## config.mk

```make
export PLATFORM = sky130hd
export DESIGN_NAME = midi_learn_mapping_table
export DESIGN_NICKNAME = d
export VERILOG_FILES = /design/src/rtl/core/mlt_pkg.sv /design/src/rtl/core/mlt_table.sv /design/src/rtl/core/midi_learn_mapping_table.sv
export SDC_FILE = /design/constraint.sdc
export NUM_CORES = 2
export LEC_CHECK = 0
export BUFFER_PORTS_ARGS = -buffer_cell sky130_fd_sc_hd__buf_2
export CAP_MARGIN = 10
export CORE_MARGIN = 2
export CORE_UTILIZATION = 45
export CTS_CLUSTER_SIZE = 10
export DETAILED_ROUTE_END_ITERATION = 12
export PLACE_DENSITY_LB_ADDON = 0.08
export SETUP_SLACK_MARGIN = 0.1
export SYNTH_ARGS = -nofsm -noshare
export SYNTH_HDL_FRONTEND = slang
export SYNTH_SLANG_ARGS = --single-unit
```

## constraint.sdc

```tcl
create_clock -name clk -period 5.1 [get_ports clk]
set_clock_uncertainty 0.2 [all_clocks]
set_input_delay 0.51 -clock clk [delete_from_list [all_inputs] [get_ports clk]]
set_output_delay 0.51 -clock clk [all_outputs]
set_load 0.05 [all_outputs]
```

## src/rtl/core/mlt_pkg.sv

```systemverilog
`timescale 1ns / 1ps
// Shared types and constants for the MIDI learn mapping table.
// No dependencies; imported by mlt_table and midi_learn_mapping_table.
package mlt_pkg;

  // width of a row index on the ports
  localparam int ROW_W = 6;

  // MIDI status byte fields
  localparam logic [7:0] NIB_LOW     = 8'h0F;
  localparam logic [7:0] NIB_HIGH    = 8'hF0;
  localparam logic [7:0] CMD_NOTE_ON = 8'h90;
  localparam logic [7:0] CMD_CC      = 8'hB0;

  // knob targets
  localparam logic [3:0] TARGET_NONE = 4'd0;
  localparam logic [3:0] TARGET_HUE  = 4'd1;

  // result kinds
  localparam logic [1:0] KIND_BUTTON = 2'd0;
  localparam logic [1:0] KIND_KNOB   = 2'd1;
  localparam logic [1:0] KIND_LEARN  = 2'd2;

  // request modes
  typedef enum logic [1:0] {
    MODE_MSG    = 2'd0,
    MODE_ARM    = 2'd1,
    MODE_CANCEL = 2'd2,
    MODE_CLEAR  = 2'd3
  } mode_t;

  // row type
  typedef enum logic [1:0] {
    RT_NONE   = 2'd0,
    RT_BUTTON = 2'd1,
    RT_KNOB   = 2'd2
  } rtype_t;

  // one stored row; a row is active when its valid flop in mlt_table is set
  typedef struct packed {
    logic [4:0] channel;
    rtype_t     rtype;
    logic [7:0] note;
    logic [7:0] ctrl;
    logic [3:0] target;
  } row_t;

  // table access strobes
  typedef struct packed {
    logic rd_en;
    logic wr_en;
    logic clr_en;
  } tbl_ctl_t;

  // control sequencer states
  typedef enum logic [1:0] {
    ST_IDLE,
    ST_LEARN_WR,
    ST_SCAN
  } state_t;

endpackage

```

## src/rtl/core/mlt_table.sv

```systemverilog
`timescale 1ns / 1ps
// Row storage: synchronous memory with registered read, plus
// per-row valid flops that reset clears. Depends on mlt_pkg.
module mlt_table
  import mlt_pkg::*;
#(
  parameter int ROWS = 64
) (
  input  logic             clk,
  input  logic             rst,
  input  tbl_ctl_t         ctl,
  input  logic [ROW_W-1:0] rd_addr,
  input  logic [ROW_W-1:0] wr_addr,
  input  row_t             wr_row,
  output row_t             rd_row,
  output logic             rd_hit
);

  localparam int IW = (ROWS > 1) ? $clog2(ROWS) : 1;

  row_t            mem [ROWS];
  logic [ROWS-1:0] vld;

  // memory write and registered read; data holds while no read is issued
  always_ff @(posedge clk) begin
    if (ctl.wr_en) begin
      mem[wr_addr[IW-1:0]] <= wr_row;
    end
    if (ctl.rd_en) begin
      rd_row <= mem[rd_addr[IW-1:0]];
    end
  end

  // valid bits: set on write, cleared by reset or a row clear
  always_ff @(posedge clk) begin
    if (rst) begin
      vld    <= '0;
      rd_hit <= 1'b0;
    end else begin
      if (ctl.wr_en) begin
        vld[wr_addr[IW-1:0]] <= 1'b1;
      end else if (ctl.clr_en) begin
        vld[wr_addr[IW-1:0]] <= 1'b0;
      end
      if (ctl.rd_en) begin
        rd_hit <= vld[rd_addr[IW-1:0]];
      end
    end
  end

endmodule

```

## src/rtl/core/midi_learn_mapping_table.sv

```systemverilog
`timescale 1ns / 1ps
// MIDI learn mapping table: learn, clear and row-by-row matching of messages.
// Depends on mlt_pkg and mlt_table.
//
//  channel | signals                                          | dir
//  --------+--------------------------------------------------+-----
//  input   | in_valid in_stall mode status data1 data2 row_index | in
//  output  | out_valid out_stall event_kind matched_row value  | out
//          | knob_target last                                  |
//
// Arm, cancel and clear complete in idle and raise no stall. A learned message
// reads the armed row, then does the write-back and the result once the output
// is free. Any other message scans one row a cycle while no match is held back
// by the output stall, and in_stall stays high until the scan has finished.
// One found match waits in a hold register so the last one can be marked.
// Reset clears the valid flops at once; there is no clearing pass.
module midi_learn_mapping_table
  import mlt_pkg::*;
#(
  parameter int ROWS = 64
) (
  input  logic             clk,
  input  logic             rst,
  input  logic             in_valid,
  output logic             in_stall,
  input  logic [1:0]       mode,
  input  logic [7:0]       status,
  input  logic [7:0]       data1,
  input  logic [7:0]       data2,
  input  logic [ROW_W-1:0] row_index,
  output logic             out_valid,
  input  logic             out_stall,
  output logic [1:0]       event_kind,
  output logic [ROW_W-1:0] matched_row,
  output logic [7:0]       value,
  output logic [3:0]       knob_target,
  output logic             last
);

  localparam int IW = (ROWS > 1) ? $clog2(ROWS) : 1;
  localparam int CW = $clog2(ROWS + 1);

  state_t          state, state_next;
  logic            learning;
  logic [IW-1:0]   learn_row;
  logic            msg_note_on, msg_cc;
  logic [4:0]      msg_chan;
  logic [7:0]      msg_d1, msg_d2;
  logic [CW-1:0]   issue_cnt;
  logic            eval_v;
  logic [IW-1:0]   eval_idx;
  logic            hold_v;
  logic [1:0]      hold_kind;
  logic [IW-1:0]   hold_row;
  logic [3:0]      hold_target;
  logic            ov, o_last;
  logic [1:0]      o_kind;
  logic [IW-1:0]   o_row;
  logic [7:0]      o_value;
  logic [3:0]      o_target;

  tbl_ctl_t         ctl;
  logic [ROW_W-1:0] rd_addr, wr_addr;
  row_t             rd_row, old_row, new_row;
  logic             rd_hit;

  logic in_acc, out_free, in_range, chan_ok, btn_hit, knb_hit, ev_match;
  logic scan_hold, scan_issue, scan_done, load_learn, load_mid, load_fin;
  mode_t in_mode;

  assign in_mode  = mode_t'(mode);
  assign in_stall = (state != ST_IDLE);
  assign in_acc   = in_valid && !in_stall;
  assign out_free = !ov || !out_stall;
  assign in_range = ({1'b0, row_index} < (ROW_W + 1)'(ROWS));

  // row storage
  mlt_table #(.ROWS(ROWS)) u_table (
    .clk     (clk),
    .rst     (rst),
    .ctl     (ctl),
    .rd_addr (rd_addr),
    .wr_addr (wr_addr),
    .wr_row  (new_row),
    .rd_row  (rd_row),
    .rd_hit  (rd_hit)
  );

  // match test on the row just read
  always_comb begin
    chan_ok  = (rd_row.channel == 5'd0) || (rd_row.channel == msg_chan);
    btn_hit  = rd_hit && chan_ok && (rd_row.rtype == RT_BUTTON) && msg_note_on &&
               (msg_d1 == rd_row.note) && (msg_d2 != 8'd0);
    knb_hit  = rd_hit && chan_ok && (rd_row.rtype == RT_KNOB) && msg_cc &&
               (msg_d1 == rd_row.ctrl);
    ev_match = (state == ST_SCAN) && eval_v && (btn_hit || knb_hit);
  end

  // learned row from the old contents
  always_comb begin
    old_row         = rd_hit ? rd_row : '0;
    new_row         = old_row;
    new_row.channel = msg_chan;
    if (msg_note_on) begin
      new_row.rtype = RT_BUTTON;
      new_row.note  = msg_d1;
      new_row.ctrl  = 8'd0;
    end else if (msg_cc) begin
      new_row.rtype = RT_KNOB;
      new_row.ctrl  = msg_d1;
      new_row.note  = 8'd0;
      if (old_row.target == TARGET_NONE) begin
        new_row.target = TARGET_HUE;
      end
    end
  end

  // sequencer: next state and table strobes
  always_comb begin
    state_next = state;
    ctl        = '0;
    rd_addr    = ROW_W'(issue_cnt[IW-1:0]);
    wr_addr    = ROW_W'(learn_row);
    scan_hold  = ev_match && hold_v && !out_free;
    scan_issue = 1'b0;
    scan_done  = 1'b0;
    load_learn = 1'b0;
    load_mid   = 1'b0;
    load_fin   = 1'b0;
    case (state)
      ST_IDLE: begin
        if (in_acc) begin
          case (in_mode)
            MODE_MSG: begin
              if (learning) begin
                ctl.rd_en  = 1'b1;
                rd_addr    = ROW_W'(learn_row);
                state_next = ST_LEARN_WR;
              end else begin
                state_next = ST_SCAN;
              end
            end
            MODE_CLEAR: begin
              ctl.clr_en = in_range;
              wr_addr    = row_index;
            end
            default: begin
            end
          endcase
        end
      end
      ST_LEARN_WR: begin
        if (out_free) begin
          ctl.wr_en  = 1'b1;
          load_learn = 1'b1;
          state_next = ST_IDLE;
        end
      end
      ST_SCAN: begin
        scan_issue = (issue_cnt < CW'(ROWS)) && !scan_hold;
        ctl.rd_en  = scan_issue;
        load_mid   = ev_match && hold_v && out_free;
        scan_done  = (issue_cnt == CW'(ROWS)) && !eval_v;
        if (scan_done) begin
          if (!hold_v) begin
            state_next = ST_IDLE;
          end else if (out_free) begin
            load_fin   = 1'b1;
            state_next = ST_IDLE;
          end
        end
      end
      default: begin
        state_next = ST_IDLE;
      end
    endcase
  end

  // state register and control flops
  always_ff @(posedge clk) begin
    if (rst) begin
      state     <= ST_IDLE;
      learning  <= 1'b0;
      learn_row <= '0;
      issue_cnt <= '0;
      eval_v    <= 1'b0;
      hold_v    <= 1'b0;
      ov        <= 1'b0;
    end else begin
      state <= state_next;

      // learn arming
      if (in_acc && in_mode == MODE_ARM && in_range) begin
        learning  <= 1'b1;
        learn_row <= row_index[IW-1:0];
      end else if ((in_acc && in_mode == MODE_CANCEL) || load_learn) begin
        learning  <= 1'b0;
        learn_row <= '0;
      end

      // scan read pointer and eval stage
      if (in_acc) begin
        issue_cnt <= '0;
      end else if (scan_issue) begin
        issue_cnt <= issue_cnt + CW'(1);
      end
      if (!scan_hold) begin
        eval_v <= scan_issue;
      end

      // hold register valid
      if (ev_match && !scan_hold) begin
        hold_v <= 1'b1;
      end else if (load_fin) begin
        hold_v <= 1'b0;
      end

      // output beat valid
      if (load_learn || load_mid || load_fin) begin
        ov <= 1'b1;
      end else if (!out_stall) begin
        ov <= 1'b0;
      end
    end
  end

  // payload registers
  always_ff @(posedge clk) begin
    if (in_acc) begin
      msg_note_on <= ((status & NIB_HIGH) == CMD_NOTE_ON);
      msg_cc      <= ((status & NIB_HIGH) == CMD_CC);
      msg_chan    <= 5'((status & NIB_LOW)) + 5'd1;
      msg_d1      <= data1;
      msg_d2      <= data2;
    end
    if (!scan_hold) begin
      eval_idx <= issue_cnt[IW-1:0];
    end
    if (ev_match && !scan_hold) begin
      hold_kind   <= btn_hit ? KIND_BUTTON : KIND_KNOB;
      hold_row    <= eval_idx;
      hold_target <= btn_hit ? TARGET_NONE : rd_row.target;
    end
    if (load_learn) begin
      o_kind   <= KIND_LEARN;
      o_row    <= learn_row;
      o_value  <= msg_d2;
      o_target <= new_row.target;
      o_last   <= 1'b1;
    end else if (load_mid || load_fin) begin
      o_kind   <= hold_kind;
      o_row    <= hold_row;
      o_value  <= msg_d2;
      o_target <= hold_target;
      o_last   <= load_fin;
    end
  end

  assign out_valid   = ov;
  assign event_kind  = o_kind;
  assign matched_row = ROW_W'(o_row);
  assign value       = o_value;
  assign knob_target = o_target;
  assign last        = o_last;

  // no match left behind once the scan has finished
  a_idle_empty: assert property (@(posedge clk) disable iff (rst)
    (state == ST_IDLE) |-> (!hold_v && !eval_v))
    else $error("match pending outside scan");

  // a learn beat is always the only and last beat of its message
  a_learn_last: assert property (@(posedge clk) disable iff (rst)
    (ov && o_kind == KIND_LEARN) |-> o_last)
    else $error("learn beat not marked last");

  // writing back the learned row ends learning
  a_learn_ends: assert property (@(posedge clk) disable iff (rst)
    load_learn |=> !learning)
    else $error("learning still armed after write-back");

  // the read pointer never runs past the table
  a_cnt_range: assert property (@(posedge clk) disable iff (rst)
    (state == ST_SCAN) |-> (issue_cnt <= CW'(ROWS)))
    else $error("scan pointer out of range");

endmodule
```

After elaboration in Yosys (flattened, before gate mapping). Memories as Yosys holds them, arrays and structs flattened. A register that Yosys moved wholly into a read port is not among the register bits. Cells that the tools add are included.

Bitwise gates (word level): 3. Add/sub/neg operators: 2. Mux-type cells: 56. Multipliers: 0. Divide/modulo/power cells: 0. Shift operators: 0. Reduce and logical (&&, ||, !) cells: 45. Equality and inequality tests: 17. $lt $le $gt $ge: 4.

Operators with widths (number): $mux 64 (2); $mux 6 (11); $and 64x64->64 (1); $not 64->64 (1); $or 64x64->64 (1); $mux 22 (2); $mux 1 (24); $logic_and 1x1->1 (20); $mux 18 (1); $eq 8x8->1 (2); $mux 4 (4); $mux 8 (2); $lt 6x7->1 const B (2); $mux 2 (6); $reduce_bool 2->1 (5); $eq 2x2->1 const B (4); $eq 4x4->1 const B (2); $reduce_bool 8->1 (1); $add 7x1->7 const B (1); $eq 7x7->1 const B (1); $logic_or 1x1->1 (7); $lt 7x7->1 const B (1); $bmux 1 s6 (1); $demux 1 s6 (1); other kinds (14) (24).

Bits in writable memories: 1728. Word-level logic and storage cells: 151. Latch bits: 0. Bits in registers: 146. Memory bits (read-only): 0. Memories kept: 1.

Memories: u_table.mem (words 64, bits a word 27, read ports 1, clocked after Yosys merged registers in 1, write ports 1, RTL line mlt_table.sv:21) `row_t mem [ROWS];`.

Depth between registers and ports, before layout.
Depth after elaboration: 15. Mapped depth: 14. Mapped depth without buffers: 9.

By module. A second synthesis with hierarchy kept.

Cell total of the unflattened synthesis: 3237. Area total of the unflattened synthesis: 73142.6 µm².

By module, submodules not included: mlt_table (instances 1, cells each 2939, area an instance 69494.2 µm², seq. area each 54001.8 µm²); midi_learn_mapping_table (instances 1, cells each 298, area an instance 3648.5 µm², seq. area each 2182.1 µm²).

Least setup slack after synthesis. OpenSTA, ideal clock, no wires.

Kind: reg2reg. From: register u_table.rd_hit. To: memory u_table.mem[0][19] (netlist name) (data pin). Buffers on the path: 3. Path slack: 413 ps. Period minus slack after synthesis: 4687 ps. Arrival time: 3785 ps. Cell stages (with the launch flop): 7. Data required time: 4199 ps. Cells stage by stage: dfxtp_1 -> clkbuf_1 -> nor2b_1 -> clkbuf_1 -> clkbuf_1 -> nand2_1 -> o21ai_0.

RTL lines: start: declaration (RTL line mlt_table.sv:16) `output logic rd_hit`; start signal: assignment (RTL line mlt_table.sv:46) `rd_hit <= vld[rd_addr[IW-1:0]];`; end: declaration (RTL line mlt_table.sv:21).

Worst setup path after layout.
From: register state[1]. To: memory u_table.mem[53][1] (netlist name), enable pin.

Cells in the longest elaborated chain, start to end: 5. Elaborated cells between the ends (all ways): 10. Those cells by class: eq/ne: 1; mux: 5; reduce/logical: 4.

RTL lines: start: declaration (RTL line midi_learn_mapping_table.sv:43) `state_t state, state_next;`; start signal: assignment (RTL line midi_learn_mapping_table.sv:190) `state <= state_next;`; $reduce_bool 2->1 (RTL line midi_learn_mapping_table.sv:72) `assign in_stall = (state != ST_IDLE);`; $logic_not 1->1 (RTL line midi_learn_mapping_table.sv:73) `assign in_acc = in_valid && !in_stall;`; $logic_and 1x1->1 (RTL line midi_learn_mapping_table.sv:73); $mux 6 (RTL line midi_learn_mapping_table.sv:132) `if (in_acc) begin`; $mux 6 (RTL line midi_learn_mapping_table.sv:130) `case (state)`.

Several ways; a longest one is shown, not always the timed one.

==> flow_summary.json <==
{
  "outcome": "finished, final reports clean",
  "grt_pass1_wl_um": 347000,
  "track_usage_pct": 28.6,
  "die_x_um": 413,
  "p_leak_nw": 29.2,
  "syn_area_um2": 75200,
  "syn_inst": 5898,
  "hold_viol": 0,
  "placed_cells": 8005,
  "antenna_found_initial": 23,
  "grt_pass1_vias": 46300,
  "critical_path_required_ns": 5.49,
  "synth_area_per_cell_um2": 12.7,
  "nets": 6095,
  "drt-initial-drc-count": 6083,
  "ir_drop_mv": 0.380,
  "synth_enable_flop_cells": 1813,
  "htree_levels": 4,
  "ioPinCount": 59,
  "async_flop_share_pct": 0,
  "core_area_um2": 167000,
  "clkTransAtPathRegs_ns": 0.06,
  "max_freq_mhz": 220,
  "yosys_most_used_dff": "edfxtp_1",
  "hpwl_um": 139000,
  "area_delta_synth_final_pct": 13.6,
  "power.total_mw": 31.5,
  "r2r_slack_ns": 0.54,
  "finalSetupViolCount": 0,
  "fin_setup_tns_ns": 0,
  "grt_setup_unrepaired": "false",
  "endpoint": "u_table.mem[53][1]$_DFFE_PP_",
  "worst_pin_slew_ns": 1.31,
  "timing.rr.end": "u_table.mem[53][1]$_DFFE_PP_",
  "period_minus_slack_ns": 4.56,
  "finalMaxSlewViolations": 0,
  "ys_warn_count": 0,
  "setup_ws_ns": 0.545,
  "placementRows": 150,
  "gp_congestion": 0.963,
  "wl_um": 246000,
  "r2r_start": "state[1]$_SDFFE_PP0P_",
  "hold_path.class": "input port to flip-flop",
  "fin_crit_sh_pct": 89.3,
  "min_path_cells": 2,
  "ant_nets": 0,
  "yosys.cell_types.count": 71,
  "port_buffers": 58,
  "stdcell_count": 8351,
  "routed_via_density": 5.93,
  "ctsLongestPathBuffers": 3,
  "syn_nets": 5937,
  "post_cts_buffers": 0,
  "die_h_um": 413,
  "root_buffer": "clkbuf_16",
  "vias": 49500,
  "critPathMaxFanout": 27,
  "clk_latency_ns": 0.86,
  "critPathLaunch": "state[1]$_SDFFE_PP0P_",
  "cts_sinks": 1900,
  "fp.dieArea_um2": 170000,
  "arrival_ns": 4.94,
  "dp_slack_ns": 0.508,
  "overflow": 0,
  "relSlewSlack_pct": 12.2,
  "cts_tree": "done",
  "drive_gt1_share_pct": 9.31,
  "cap_viol_max_count": 0,
  "ys_ff_latch": 1900,
  "critPathLaunchType": "flip-flop",
  "worst_r2r_path_depth": 10,
  "worst-setup-path-type": "flip-flop to flip-flop",
  "worst_setup_path_end_kind": "flip-flop",
  "ys_seq_area_share_pct": 74.7,
  "drc_errors": 0,
  "first_pass_iters": 10,
  "cts_buffers": 212,
  "wl_per_cell_um": 29.4,
  "grt_max_degree": 142,
  "powerDensity_nw_per_um2": 369,
  "initial_core_util_pct": 45.1
}
-- power by group --
group / switching, mW / total [mW] / internal (mW)
registers: 0.0375 / 17.1 / 17.1
logic: 0.658 / 0.854 / 0.196
clock network: 5.96 / 13.5 / 7.56
-- synth_stat cells, types with 3 or more instances --
cell / n / area (µm²)
nand4b_1: 3 / 26.3
buf_2: 142 / 711
o21ai_0: 89 / 445
a211oi_1: 7 / 52.6
a32oi_1: 54 / 473
nor4_1: 6 / 37.5
ha_1: 3 / 37.5
dfxtp_1: 87 / 1740
a22oi_1: 15 / 113
xnor2_1: 4 / 35.0
inv_1: 76 / 285
nor3_1: 9 / 45.0
nor2_4: 3 / 33.8
nand3_1: 946 / 4730
and2_1: 10 / 62.6
nor3b_1: 3 / 22.5
and4_1: 27 / 236
nand2b_1: 6 / 37.5
o21a_1: 4 / 30.0
a21oi_1: 77 / 385
a31oi_1: 112 / 701
or2_2: 3 / 18.8
xor2_1: 25 / 219
edfxtp_1: 1813 / 54400
nand4_1: 174 / 1090
o31ai_1: 3 / 22.5
and3_1: 9 / 56.3
nor2_1: 52 / 195
nand2_1: 1763 / 6620
clkbuf_1: 197 / 739
buf_6: 3 / 33.8
nand3b_1: 6 / 45.0
mux2_2: 9 / 101
nor2b_1: 9 / 56.3
buf_1: 24 / 90.1
mux2i_1: 76 / 761
-- stage by stage --
| stage | hold WS, ns | util (%) | instance area, µm² |
|---|---|---|---|
| final | 0.185 | 51.2 | 85400 |
| after global routing | 0.157 | 51.2 | 85400 |
| after CTS | 0.0892 | 51.2 | 85300 |
| after detailed placement | 0.205 | 47.5 | 79100 |
| after global placement | 0.204 | 47.4 | 79000 |
| after floorplan | 0.200 | - | 75200 |
-- routing by layer --
layer | vias to the layer above | part of all wire (%) | global-route usage, %
li1 | 21800 | - | -
met1 | 25100 | 43 | 41.1
met2 | 2180 | 46 | 44.2
met3 | 397 | 8.4 | 5.36
met4 | 22 | 3.0 | 8.70
met5 | - | 0.062 | 0
-- how the worst min path moves through the flow --
| stage | to | slack (ns) | start |
|---|---|---|---|
| after floorplan | hold_row[0]$_DFFE_PP_ | 0.20 | eval_idx[0]$_DFFE_PN_ |
| after global placement | hold_row[2]$_DFFE_PP_ | 0.20 | eval_idx[2]$_DFFE_PN_ |
| after detailed placement | hold_row[2]$_DFFE_PP_ | 0.20 | eval_idx[2]$_DFFE_PN_ |
| after CTS | learn_row[2]$_SDFFE_PP0P_ | 0.09 | rst |
| after global routing | learn_row[3]$_SDFFE_PP0P_ | 0.16 | rst |
| final | learn_row[3]$_SDFFE_PP0P_ | 0.18 | rst |
-- critical path: stages (launching register included) --
cell,delay [ns]
dfxtp_1,0.42
nor2_8,0.26
and2_2,0.19
buf_4,0.46
nand3_1,0.51
nand3_1,0.27
o21a_1,0.18
nor2_1,0.15
nand2_1,0.16
clkinv_1,0.95
buf_4,0.53
-- logic make-up (layout without fill, tap and decap cells) --
family          after synthesis  in the layout  synth area share (%)
compound gates              389            389                  3.30
xor+xnor                     29             29                 0.338
fa+ha+maj                     3              3                0.0499
buf+inv                     446            684                  2.50
flops                      1900           1900                  74.7
mux                          87             87                  1.19
other cells                   0             11                     0
simple gates               3044           3044                  17.9
-- cell usage in the layout, fill, tap and decap left out, drive strengths merged, types with 3 or more instances in the layout --
cell type,instances
clkinv,18
a22oi,15
inv,78
a211oi,7
or2,4
edfxtp,1813
nor3,10
dlygate4sd3,40
and4,27
xor2,25
a31oi,112
dfxtp,87
nand2,1764
ha,3
and2,10
nand4,174
buf,272
nor4,6
nand3b,6
nor2,59
and3,9
o21ai,91
mux2,9
diode,11
nand4b,3
xnor2,4
clkbuf,275
nor2b,9
o31ai,5
nand3,947
nor3b,3
a21oi,79
o21a,4
a32oi,54
nand2b,6
mux2i,77
-- state kept, by name, summed over array words and instances (netlist names), 2 cells and up, named ones only --
signal / count
u_table.mem: 1728
u_table.rd_row: 27
msg_d1: 8
msg_d2: 8
value: 8
issue_cnt: 7
eval_idx: 6
hold_row: 6
learn_row: 6
matched_row: 6
msg_chan: 5
hold_target: 4
knob_target: 4
event_kind: 2
state: 2
-- what timing repair did --
action | in CTS | in global routing
endpoints found under the hold margin | 33 | 0
resized for setup | 0 | 0
hold buffers | 40 | 0
-- final cells by class --
class	instances	area, µm²
well taps	2204	2760
flip-flops and latches	1900	56200
multi-input cells	3552	17400
inverters	78	293
diodes	11	27.5
clock inverters	19	270
clock buffers	275	5580
fillers	14200	81300
repair buffers	312	2850
No activity file was read; power rests on OpenSTA's default activity.
